==> src/hdl/spn_block_encrypt_assert.svh <==
// Assertion macros for the SPN block encryption pipeline.
// Included by the top level; needs no package.
`ifndef SPN_BLOCK_ENCRYPT_ASSERT_SVH
`define SPN_BLOCK_ENCRYPT_ASSERT_SVH

`ifndef NO_ASSERTIONS

// Same-cycle implication, checked while out of reset.
`define SPN_ASSERT_NOW(label, clk, rst_n, ante, cons) \
	label: assert property (@(posedge clk) disable iff (!(rst_n)) (ante) |-> (cons)) \
		else $error("spn_block_encrypt: same-cycle check failed");

// Next-cycle implication, checked while out of reset.
`define SPN_ASSERT_NEXT(label, clk, rst_n, ante, cons) \
	label: assert property (@(posedge clk) disable iff (!(rst_n)) (ante) |=> (cons)) \
		else $error("spn_block_encrypt: next-cycle check failed");

`else

`define SPN_ASSERT_NOW(label, clk, rst_n, ante, cons)
`define SPN_ASSERT_NEXT(label, clk, rst_n, ante, cons)

`endif

`endif

==> src/hdl/spn_pkg.sv <==
// Shared types, constants and round functions of the SPN block cipher.
// No dependencies; used by every module of the block.
package spn_pkg;

	localparam int BLOCK_BITS = 16;
	localparam int SBOX_BITS  = 4;
	localparam int NIBBLES    = BLOCK_BITS / SBOX_BITS;
	localparam int TABLE_BITS = 64;
	localparam int NUM_KEYS   = 4;
	localparam int ROUNDS_DEF = 4;
	localparam int CFG_IDX_BITS = 3;

	typedef logic [BLOCK_BITS-1:0] blk_t;
	typedef logic [CFG_IDX_BITS-1:0] cfg_idx_t;

	// Register indexes of the configuration port.
	localparam cfg_idx_t CFG_SBOX      = 3'd0;
	localparam cfg_idx_t CFG_PERM      = 3'd1;
	localparam cfg_idx_t CFG_KEY0      = 3'd2;
	localparam cfg_idx_t CFG_KEY1      = 3'd3;
	localparam cfg_idx_t CFG_KEY2      = 3'd4;
	localparam cfg_idx_t CFG_KEY3      = 3'd5;
	localparam cfg_idx_t CFG_KEY_FINAL = 3'd6;

	// Everything the round stages need from the register file.
	typedef struct packed {
		logic [TABLE_BITS-1:0]              sbox;
		logic [TABLE_BITS-1:0]              perm;
		logic [NUM_KEYS-1:0][BLOCK_BITS-1:0] keys;
		blk_t                               key_final;
	} spn_cfg_t;

	// Pass every nibble through the S-box; entry k sits in bits 4k+3..4k.
	function automatic blk_t substitute(blk_t x, logic [TABLE_BITS-1:0] sbox);
		blk_t y;
		logic [SBOX_BITS-1:0] nib;
		y = '0;
		for (int i = 0; i < NIBBLES; i++) begin
			nib = x[i*SBOX_BITS +: SBOX_BITS];
			y[i*SBOX_BITS +: SBOX_BITS] = sbox[{nib, 2'b00} +: SBOX_BITS];
		end
		return y;
	endfunction

	// Move input bit k to the position held in field k. Colliding bits OR
	// together and positions that nobody names stay zero.
	function automatic blk_t permute(blk_t x, logic [TABLE_BITS-1:0] perm);
		blk_t y;
		logic [3:0] pos;
		y = '0;
		for (int k = 0; k < BLOCK_BITS; k++) begin
			pos = perm[k*4 +: 4];
			y[pos] = y[pos] | x[k];
		end
		return y;
	endfunction

endpackage

==> src/hdl/spn_block_encrypt.sv <==
// spn_block_encrypt: 16-bit substitution-permutation network encryptor.
//
// Input channel plain_valid / plain_stall / plain_block: a beat is taken at a
// rising edge with plain_valid high and plain_stall low. Output channel
// cipher_valid / cipher_stall / cipher_block works the same way, with the
// downstream side driving cipher_stall.
// Configuration: cfg_valid / cfg_ready / cfg_index / cfg_data write register
// cfg_index (0 S-box, 1 permutation, 2..5 round keys, 6 final key). cfg_ready
// is always high. Write only while the pipeline is empty.
// Path: a block taken passes one input register, then one register per round,
// before it shows on cipher_block. Throughput: one block per cycle while
// cipher_stall is low, set by the one-round-per-stage pipeline; each stage holds
// a key XOR, the S-box lookup and the permutation (last stage: final key XOR).
// Stalls: each stage refills whenever it is empty or its successor moves, so
// bubbles close up; plain_stall rises only when every stage holds a block and
// cipher_stall is high. Nothing is dropped or duplicated.
// Reset (arst_n low): stage valids and configuration registers clear to zero.
// Depends on spn_pkg, spn_cfg_regs, spn_round and the assertion header.
`include "spn_block_encrypt_assert.svh"

module spn_block_encrypt
	import spn_pkg::*;
#(
	parameter int ROUNDS = ROUNDS_DEF
) (
	input  logic                  clk,
	input  logic                  arst_n,
	input  logic                  plain_valid,
	output logic                  plain_stall,
	input  blk_t                  plain_block,
	output logic                  cipher_valid,
	input  logic                  cipher_stall,
	output blk_t                  cipher_block,
	input  logic                  cfg_valid,
	output logic                  cfg_ready,
	input  cfg_idx_t              cfg_index,
	input  logic [TABLE_BITS-1:0] cfg_data
);

	spn_cfg_t       cfg;
	logic           valid_s1;
	blk_t           blk_s1;
	logic [ROUNDS:0] stage_valid;
	blk_t           stage_blk [ROUNDS+1];
	logic [ROUNDS:0] take;

	spn_cfg_regs u_cfg (
		.clk       (clk),
		.arst_n    (arst_n),
		.cfg_valid (cfg_valid),
		.cfg_ready (cfg_ready),
		.cfg_index (cfg_index),
		.cfg_data  (cfg_data),
		.cfg       (cfg)
	);

	// Input register in front of the rounds.
	always_ff @(posedge clk or negedge arst_n) begin
		if (!arst_n) begin
			valid_s1 <= 1'b0;
		end else if (take[0]) begin
			valid_s1 <= plain_valid;
		end
	end

	always_ff @(posedge clk) begin
		if (take[0] && plain_valid) begin
			blk_s1 <= plain_block;
		end
	end

	assign stage_valid[0] = valid_s1;
	assign stage_blk[0]   = blk_s1;

	// A stage takes a beat when it is empty or its own beat moves on.
	assign take[ROUNDS] = !stage_valid[ROUNDS] || !cipher_stall;

	generate
		for (genvar r = 0; r < ROUNDS; r++) begin : g_take
			assign take[r] = !stage_valid[r] || take[r+1];
		end

		// One stage per round; the last one adds the final key.
		for (genvar r = 1; r <= ROUNDS; r++) begin : g_round
			spn_round #(
				.LAST (r == ROUNDS)
			) u_round (
				.clk      (clk),
				.arst_n   (arst_n),
				.take     (take[r]),
				.up_valid (stage_valid[r-1]),
				.up_blk   (stage_blk[r-1]),
				.key      (cfg.keys[r-1]),
				.cfg      (cfg),
				.valid_s1 (stage_valid[r]),
				.blk_s1   (stage_blk[r])
			);
		end
	endgenerate

	assign plain_stall  = !take[0];
	assign cipher_valid = stage_valid[ROUNDS];
	assign cipher_block = stage_blk[ROUNDS];

	// The input is held off only when the whole pipeline is full and blocked.
	`SPN_ASSERT_NOW(a_stall_only_when_full, clk, arst_n, plain_stall, cipher_stall && (&stage_valid))
	// An accepted beat lands in the input register.
	`SPN_ASSERT_NEXT(a_accept_fills_s1, clk, arst_n, plain_valid && !plain_stall, valid_s1)
	// A held input register keeps its block.
	`SPN_ASSERT_NEXT(a_s1_holds, clk, arst_n, valid_s1 && plain_stall, valid_s1 && $stable(blk_s1))

endmodule

==> src/hdl/spn_cfg_regs.sv <==
// Configuration register file of the SPN cipher: S-box, permutation, keys.
// Depends on spn_pkg.
module spn_cfg_regs
	import spn_pkg::*;
(
	input  logic                  clk,
	input  logic                  arst_n,
	input  logic                  cfg_valid,
	output logic                  cfg_ready,
	input  cfg_idx_t              cfg_index,
	input  logic [TABLE_BITS-1:0] cfg_data,
	output spn_cfg_t              cfg
);

	spn_cfg_t cfg_q;

	// Writes are always taken; the user must write only while idle, as the block does not enforce it.
	assign cfg_ready = 1'b1;
	assign cfg      = cfg_q;

	// Decode the register index; an unknown index leaves everything alone.
	always_ff @(posedge clk or negedge arst_n) begin
		if (!arst_n) begin
			cfg_q <= '0;
		end else if (cfg_valid && cfg_ready) begin
			case (cfg_index)
				CFG_SBOX:      cfg_q.sbox      <= cfg_data;
				CFG_PERM:      cfg_q.perm      <= cfg_data;
				CFG_KEY0:      cfg_q.keys[0]   <= cfg_data[BLOCK_BITS-1:0];
				CFG_KEY1:      cfg_q.keys[1]   <= cfg_data[BLOCK_BITS-1:0];
				CFG_KEY2:      cfg_q.keys[2]   <= cfg_data[BLOCK_BITS-1:0];
				CFG_KEY3:      cfg_q.keys[3]   <= cfg_data[BLOCK_BITS-1:0];
				CFG_KEY_FINAL: cfg_q.key_final <= cfg_data[BLOCK_BITS-1:0];
				default:       cfg_q           <= cfg_q;
			endcase
		end
	end

endmodule

==> src/hdl/spn_round.sv <==
// One round of the SPN cipher as a single pipeline stage.
// Depends on spn_pkg for the substitution and permutation functions.
module spn_round
	import spn_pkg::*;
#(
	parameter bit LAST = 1'b0
) (
	input  logic     clk,
	input  logic     arst_n,
	input  logic     take,
	input  logic     up_valid,
	input  blk_t     up_blk,
	input  blk_t     key,
	input  spn_cfg_t cfg,
	output logic     valid_s1,
	output blk_t     blk_s1
);

	blk_t subbed;
	blk_t round_out;

	// Key mixing and substitution are common to every round.
	assign subbed = substitute(up_blk ^ key, cfg.sbox);

	// Inner rounds permute; the last round adds the whitening key instead.
	generate
		if (LAST) begin : g_last
			assign round_out = subbed ^ cfg.key_final;
		end else begin : g_inner
			assign round_out = permute(subbed, cfg.perm);
		end
	endgenerate

	// Stage valid moves whenever this stage can take a new beat.
	always_ff @(posedge clk or negedge arst_n) begin
		if (!arst_n) begin
			valid_s1 <= 1'b0;
		end else if (take) begin
			valid_s1 <= up_valid;
		end
	end

	// Payload loads only with a real beat.
	always_ff @(posedge clk) begin
		if (take && up_valid) begin
			blk_s1 <= round_out;
		end
	end

endmodule

==> config.mk <==
export PLATFORM = sky130hd
export DESIGN_NAME = spn_block_encrypt
export DESIGN_NICKNAME = d
export VERILOG_FILES = /design/src/hdl/spn_pkg.sv /design/src/hdl/spn_block_encrypt.sv /design/src/hdl/spn_cfg_regs.sv /design/src/hdl/spn_round.sv
export VERILOG_INCLUDE_DIRS = /design/src /design/src/hdl
export SDC_FILE = /design/constraint.sdc
export NUM_CORES = 2
export LEC_CHECK = 0
export ABC_AREA = 1
export BUFFER_PORTS_ARGS = -buffer_cell sky130_fd_sc_hd__buf_2
export CAP_MARGIN = 0
export CORE_MARGIN = 2
export CORE_UTILIZATION = 31
export CTS_CLUSTER_DIAMETER = 40
export DETAILED_ROUTE_END_ITERATION = 12
export PLACE_DENSITY = 0.48
export SLEW_MARGIN = 20
export SYNTH_ARGS = -nofsm -noshare
export SYNTH_HDL_FRONTEND = slang
export SYNTH_SLANG_ARGS = --single-unit
==> constraint.sdc <==
create_clock -name clk -period 10.8 [get_ports clk]
set_input_delay 0.54 -clock clk [delete_from_list [all_inputs] [get_ports clk]]
set_output_delay 0.54 -clock clk [all_outputs]
set_load 0.01 [all_outputs]
Yosys cells after proc, flatten, opt, wreduce, memory -nomap -nowiden
Memories as Yosys holds them, arrays and structs flattened.
Index checks and enable logic that the tools add are counted.
Widths: inputs -> output; s select.
Word-level totals
  flip-flop bits (word level): 293
  memory bits (read-only): 16
  input bits: 88
  output and inout port bits: 19
  word-level logic and storage cells: 337
  memories kept: 1
Cells by class
  magnitude comparators: 32
  eq/ne operators: 6
  shift-type cells: 16
  muxes and demuxes: 168
  bitwise logic cells: 56
  reductions and logical operators: 41
Memory list
  (no name shown): words 16, width 1, rd ports 1, clocked after Yosys merged registers in 0, write ports 0, line spn_pkg.sv:53  | y[pos] = y[pos] | x[k];
Operators by type and width (count)
  $shiftx 64x7->4: 16
  $bwmux 16: 45
  $bmux 1 s4: 45
  $lt 4x5->1 const B: 16
  $xor 16x16->16: 5
  $demux 1 s4: 16
  $ge 4x1->1 const B: 16
  $mux 1: 62
  $and 16x16->16: 3
  $or 1x1->1: 48
  $logic_and 1x1->1: 21
  $reduce_and 2->1: 7
  $eq 3x3->1 const B: 3
  $logic_not 1->1: 7
  $eq 3x2->1 const B: 2
  $logic_or 1x1->1: 5
  $eq 3x1->1 const B: 1
  $logic_not 3->1: 1

Logic depth before layout (Yosys ltp)
  word-level depth: 65
  depth in mapped cells: 121
  mapped depth without buffers: 110

Hierarchy
Synthesis repeated with hierarchy kept, for this count alone.
Second synthesis, totals
  cells, all modules: 8418
  area, all modules: 46324.4 sq um
By module, submodules not included
  spn_round (g_round[2].u_round): times used 1, cells an instance 2266, area an instance 11422.2 sq um, sequential area each 505.5 sq um
  spn_round (g_round[3].u_round): times used 1, cells an instance 2266, area an instance 11363.4 sq um, sequential area each 505.5 sq um
  spn_round (g_round[1].u_round): times used 1, cells an instance 2268, area an instance 10959.3 sq um, sequential area each 505.5 sq um
  spn_cfg_regs: times used 1, cells an instance 912, area an instance 8271.7 sq um, sequential area each 5205.0 sq um
  spn_round (g_round[4].u_round): times used 1, cells an instance 677, area an instance 3742.3 sq um, sequential area each 505.5 sq um
  spn_block_encrypt: times used 1, cells an instance 29, area an instance 565.5 sq um, sequential area each 505.5 sq um

Worst setup path after synthesis
Ideal clock, no wire load.
  path type: reg-to-reg
  from: register g_round[1].u_round.blk_s1[1]
  to: register g_round[2].u_round.blk_s1[12], data pin
  library setup time: 0.252 ns
  arrival: 11.519 ns
  data required time: 10.548 ns
  setup slack: -0.971 ns
  cell stages (with the launch flop): 114
  path buffers: 14
  period minus slack after synthesis: 11.771 ns
  cells stage by stage: edfxtp_1 -> xor2_1 -> buf_4 -> nand3_2 -> nand3_2 -> nand3_4 -> buf_6 -> nand4_1 -> nand2_1 -> nor2_1 -> nor2_2 -> nor2_4 -> buf_4 -> nand4_1 -> nand3_1 -> nand2_1 -> nor2_1 -> nor2_2 -> [78 not listed] -> nor2_2 -> buf_4 -> nand3_1 -> nand3_1 -> nand2_1 -> nor2_2 -> nand2_2 -> nor2_4 -> buf_8 -> nand3_1 -> nand3_1 -> nand2_1 -> nand3b_1 -> nor2_1 -> nand2_2 -> buf_4 -> nand2_1 -> nand2_1
On the way
  word-level cells in the longest chain between the ends: 64
RTL lines
  from (decl): line spn_round.sv:16  | output blk_t blk_s1
  from (signal assigned): line spn_round.sv:46  | blk_s1 <= round_out;
  $xor 16x16->16 *: line spn_round.sv:23  | assign subbed = substitute(up_blk ^ key, cfg.sbox);
  $shiftx 64x7->4 *: line spn_pkg.sv:40  | y[i*SBOX_BITS +: SBOX_BITS] = sbox[{nib, 2'b00} +: SBOX_BITS];
  $or 1x1->1: line spn_pkg.sv:53
  $and 16x16->16 (no line)
  $bmux 1 s4: line spn_pkg.sv:53
  $mux 1 (not written as such): line spn_pkg.sv:53
  $or 1x1->1: line spn_pkg.sv:53
  $bwmux 16: line spn_pkg.sv:53
  [49 not listed]
  $mux 1 (not written as such): line spn_pkg.sv:53
  $or 1x1->1: line spn_pkg.sv:53
  $bwmux 16 *: line spn_pkg.sv:53
  $bmux 1 s4: line spn_pkg.sv:53
  $mux 1 (not written as such): line spn_pkg.sv:53
  $or 1x1->1: line spn_pkg.sv:53
  $bwmux 16 *: line spn_pkg.sv:53
  net g_round[2].u_round.round_out[12]: line spn_round.sv:20  | blk_t round_out;
  to (signal assigned): line spn_round.sv:46
  to (decl): line spn_round.sv:16
The timed path passes the listed nets; every way through them passes the cells marked *. The select of a mux whose other input is x is not followed.
A chain may end at the register's enable or synchronous reset.

Worst setup path in the final report
  from: register u_cfg.cfg_q, in the netlist u_cfg.cfg[156]
  to: register g_round[3].u_round.blk_s1[5], data pin
On the way
  word-level cells in the longest chain between the ends: 63
  elaborated cells between the ends (all ways): 66
  classes of those cells: shift: 4; mux: 45; bitwise: 17
RTL lines
  from (decl): line spn_cfg_regs.sv:15  | spn_cfg_t cfg_q;
  from (signal assigned): line spn_cfg_regs.sv:34  | default: cfg_q <= cfg_q;
  $shiftx 64x7->4: line spn_pkg.sv:40
  $or 1x1->1: line spn_pkg.sv:53
  $and 16x16->16 (no line)
  $bmux 1 s4: line spn_pkg.sv:53
  $mux 1 (not written as such): line spn_pkg.sv:53
  $or 1x1->1: line spn_pkg.sv:53
  $bwmux 16: line spn_pkg.sv:53
  $bmux 1 s4: line spn_pkg.sv:53
  [48 not listed]
  $mux 1 (not written as such): line spn_pkg.sv:53
  $or 1x1->1: line spn_pkg.sv:53
  $bwmux 16 *: line spn_pkg.sv:53
  $bmux 1 s4: line spn_pkg.sv:53
  $mux 1 (not written as such): line spn_pkg.sv:53
  $or 1x1->1: line spn_pkg.sv:53
  $bwmux 16 *: line spn_pkg.sv:53
  net g_round[3].u_round.round_out[5]: line spn_round.sv:20
  to (signal assigned): line spn_round.sv:46
  to (decl): line spn_round.sv:16
Marks and branches as above.

==> results.json <==
{
  "status": "finished, violations left",
  "violations": "negative setup slack",
  "grt_pass1_vias": 54100,
  "first_iter_violations": 6554,
  "num_rows": 132,
  "rsz0062_at_grt": "yes",
  "ios": 107,
  "timing.rr.end": "g_round[3].u_round.blk_s1[5]$_DFFE_PP_",
  "die_y_um": 366,
  "syn_avg_cell_area_um2": 5.60,
  "fmax_ghz": 0.0688,
  "cap_violations": 0,
  "cpMostUsedCell": "nand3_1",
  "clock-sinks": 293,
  "yosysTopAreaCell": "nand2_1",
  "layout_min_cycle_time_ns": 14.54,
  "crit_arrival_ns": 14.92,
  "yosys_warnings": 0,
  "synth_flop_cell": "dfrtp_1",
  "synth_top_area_frac": 0.216,
  "finalCritPeriodShare": 1.35,
  "async_reset_ff_frac": 0.727,
  "antenna_found_initial": 8,
  "setup_viol": 48,
  "yosysSeqAreaShare": 0.190,
  "synth.distinct_cells": 54,
  "finClkSkew_ns": 0.0709,
  "synthesis.nets": 7335,
  "worst_pin_slew_ns": 1.05,
  "overflow": 0,
  "synth_edf_count": 80,
  "cts_max_path_buffers": 3,
  "ir_drop_v": 0.000268,
  "cp_max_fo": 15,
  "grt_pass1_wl_um": 353000,
  "firstDrtPassIters": 7,
  "hold_violations": 0,
  "cts-root-buf": "clkbuf_16",
  "syn_area_mm2": 0.0406,
  "slowest_delay_ns": 0.45,
  "critPathCapture": "g_round[3].u_round.blk_s1[5]$_DFFE_PP_",
  "worstReg2RegStart": "u_cfg.cfg[156]$_DFFE_PN0P_",
  "die_w_um": 366,
  "io_buffers": 105,
  "initial_core_util": 0.313,
  "synth_area_leaders": "nand2_1 22%, nand3_1 16%, dfrtp_1 13%",
  "worstSetupPathType": "reg -> reg",
  "hp-class": "in -> reg",
  "power_density_mw_per_mm2": 317,
  "synth_cells": 7247,
  "drc_errors": 0,
  "grt.total_usage": 0.346,
  "slew_violations": 0,
  "cts_buffers": 55,
  "p_leak_nw": 29.3,
  "cpMaxStageDelayCell": "dfrtp_1",
  "synthToLayoutAreaGrowth_pct": 45.9,
  "path_clk_slew_ns": 0.06,
  "dp_hpwl_um": 190000,
  "drt-total-wl_um": 243000,
  "ys_seq_elements": 293,
  "core_mm2": 0.130,
  "worst_setup_path_start_kind": "flop",
  "r2r_slack_ns": -3.74,
  "vias": 58000,
  "relSlewSlack": 0.295,
  "routabilityCongestion": 1.03,
  "cts_tree": "yes",
  "wire_per_inst_um": 22.8,
  "fin_nets": 8973,
  "p_total_mw": 18.8,
  "worstSetupEndpointType": "flop",
  "crit_required_ns": 11.19,
  "vias_per_cell": 5.43,
  "final_layout_size_suffix_gt1_frac": 0.283,
  "worst_r2r_path_depth": 123,
  "clk_latency_ns": 0.65,
  "timing.hold.ws_ns": 0.0816,
  "crit_path_start": "u_cfg.cfg[156]$_DFFE_PN0P_",
  "final.setup.worst_slack_ns": -3.74,
  "die_area_mm2": 0.134,
  "ant_nets": 0,
  "grt_max_degree": 89,
  "cts_max_level": 2
}
-- synth_stat cells (34+ instances only) --
cell      instances
a21oi_1          52
a31oi_1          74
buf_4            42
buf_6            49
clkbuf_1        211
dfrtp_1         213
edfxtp_1         80
inv_1           591
nand2_1        2333
nand2_2          68
nand3_1        1327
nand3_2          34
nand4_1          73
nor2_1          702
nor2_2          102
nor2_4           65
o211ai_1        104
o21ai_0         684
o221ai_1        103
o22ai_1          74
xnor2_1          60
-- power by group --
group | switching (mW) | internal, mW | total, mW
Clock | 0.688 | 1.18 | 1.86
Sequential | 0.273 | 1.51 | 1.78
Combinational | 9.01 | 6.10 | 15.1
Total | 9.97 | 8.78 | 18.8
-- flip-flops by register name (all words and copies together) (netlist names) --
register	cells
blk_s1	16
g_round.u_round.valid_s1	4
u_cfg.cfg	208
g_round.u_round.blk_s1	64
valid_s1	1
-- layout by cell type, fill, tap and decap left out, drive strengths merged, types with 13 or more instances in the layout --
cell type	count
nand2	2412
buf	1923
nand3	1362
nor2	869
o21ai	718
inv	623
dfrtp	213
o211ai	104
o221ai	103
edfxtp	80
nand4	77
o22ai	74
a31oi	74
clkbuf	67
xnor2	64
a21oi	61
clkinv	34
a311oi	19
or2	13
-- stage by stage --
stage                     setup TNS (ns)  utilization  setup slack, ns  instances  area [um2]
after global routing             -214.78        0.457            -4.71      10700       59200
after floorplan                   -34.85            -           -0.803       7247       41000
after global placement           -175.54        0.430            -4.44      10500       55700
after CTS                        -146.77        0.453            -3.49      10700       58700
final                            -159.44        0.457            -3.74      10700       59200
after detailed placement         -174.21        0.430            -4.34      10500       55700
-- metal layers --
layer | track usage | wire length (um)
met1 | 0.451 | 99700
met2 | 0.572 | 111000
met3 | 0.0430 | 19700
met4 | 0.148 | 12600
met5 | 0 | 43
-- how the worst min path moves through the flow --
| stage | from | cells after the start | to | slack (ns) |
|---|---|---|---|---|
| after floorplan | arst_n | 0 | g_round[1].u_round.valid_s1$_DFFE_PN0P_ | 0.24 |
| after global placement | g_round[1].u_round.valid_s1$_DFFE_PN0P_ | 2 | g_round[2].u_round.valid_s1$_DFFE_PN0P_ | 0.45 |
| after detailed placement | g_round[1].u_round.valid_s1$_DFFE_PN0P_ | 2 | g_round[2].u_round.valid_s1$_DFFE_PN0P_ | 0.45 |
| after CTS | plain_block[4] | 1 | blk_s1[4]$_DFFE_PP_ | 0.06 |
| after global routing | plain_block[0] | 1 | blk_s1[0]$_DFFE_PP_ | 0.07 |
| final | plain_block[7] | 1 | blk_s1[7]$_DFFE_PP_ | 0.08 |
-- critical path, delay by kind of cell, from the launching register on --
family,cells,cell delay (ns)
and+or+nand+nor,89,9.22
DFF,1,0.45
AOI/OAI and AO/OA,4,0.49
buffers and inverters,30,4.09
-- cells by family (layout without fill, tap and decap cells) --
group | Yosys count | count (layout) | share of synthesized area
and+or+nand+nor | 4735 | 4737 | 0.515
AOI/OAI and AO/OA | 1171 | 1171 | 0.170
buffers and inverters | 980 | 2663 | 0.109
DFF | 293 | 293 | 0.190
xor gates and xnor gates | 67 | 67 | 0.0154
other | 1 | 4 | 0.0000924
-- cell type report --
type	count	area, um2
repair buffers	1930	15700
flip-flops and latches	293	7740
multi-input cells	5976	29300
inverters	629	2370
well taps	1742	2180
fillers	14100	70400
diodes	3	7.51
clock inverters	42	576
clock buffers	62	1440
-- repair_timing --
item | in CTS | in global routing
setup endpoints to repair | 48 | 48
buffers inserted | 43 | 16
hold buffers | 1 | 0
endpoints found under the hold margin | 48 | 0
resized for setup | 87 | 65
cloned | 6 | 5
pin swaps | 34 | 30
(Power assumes the default switching activity.)
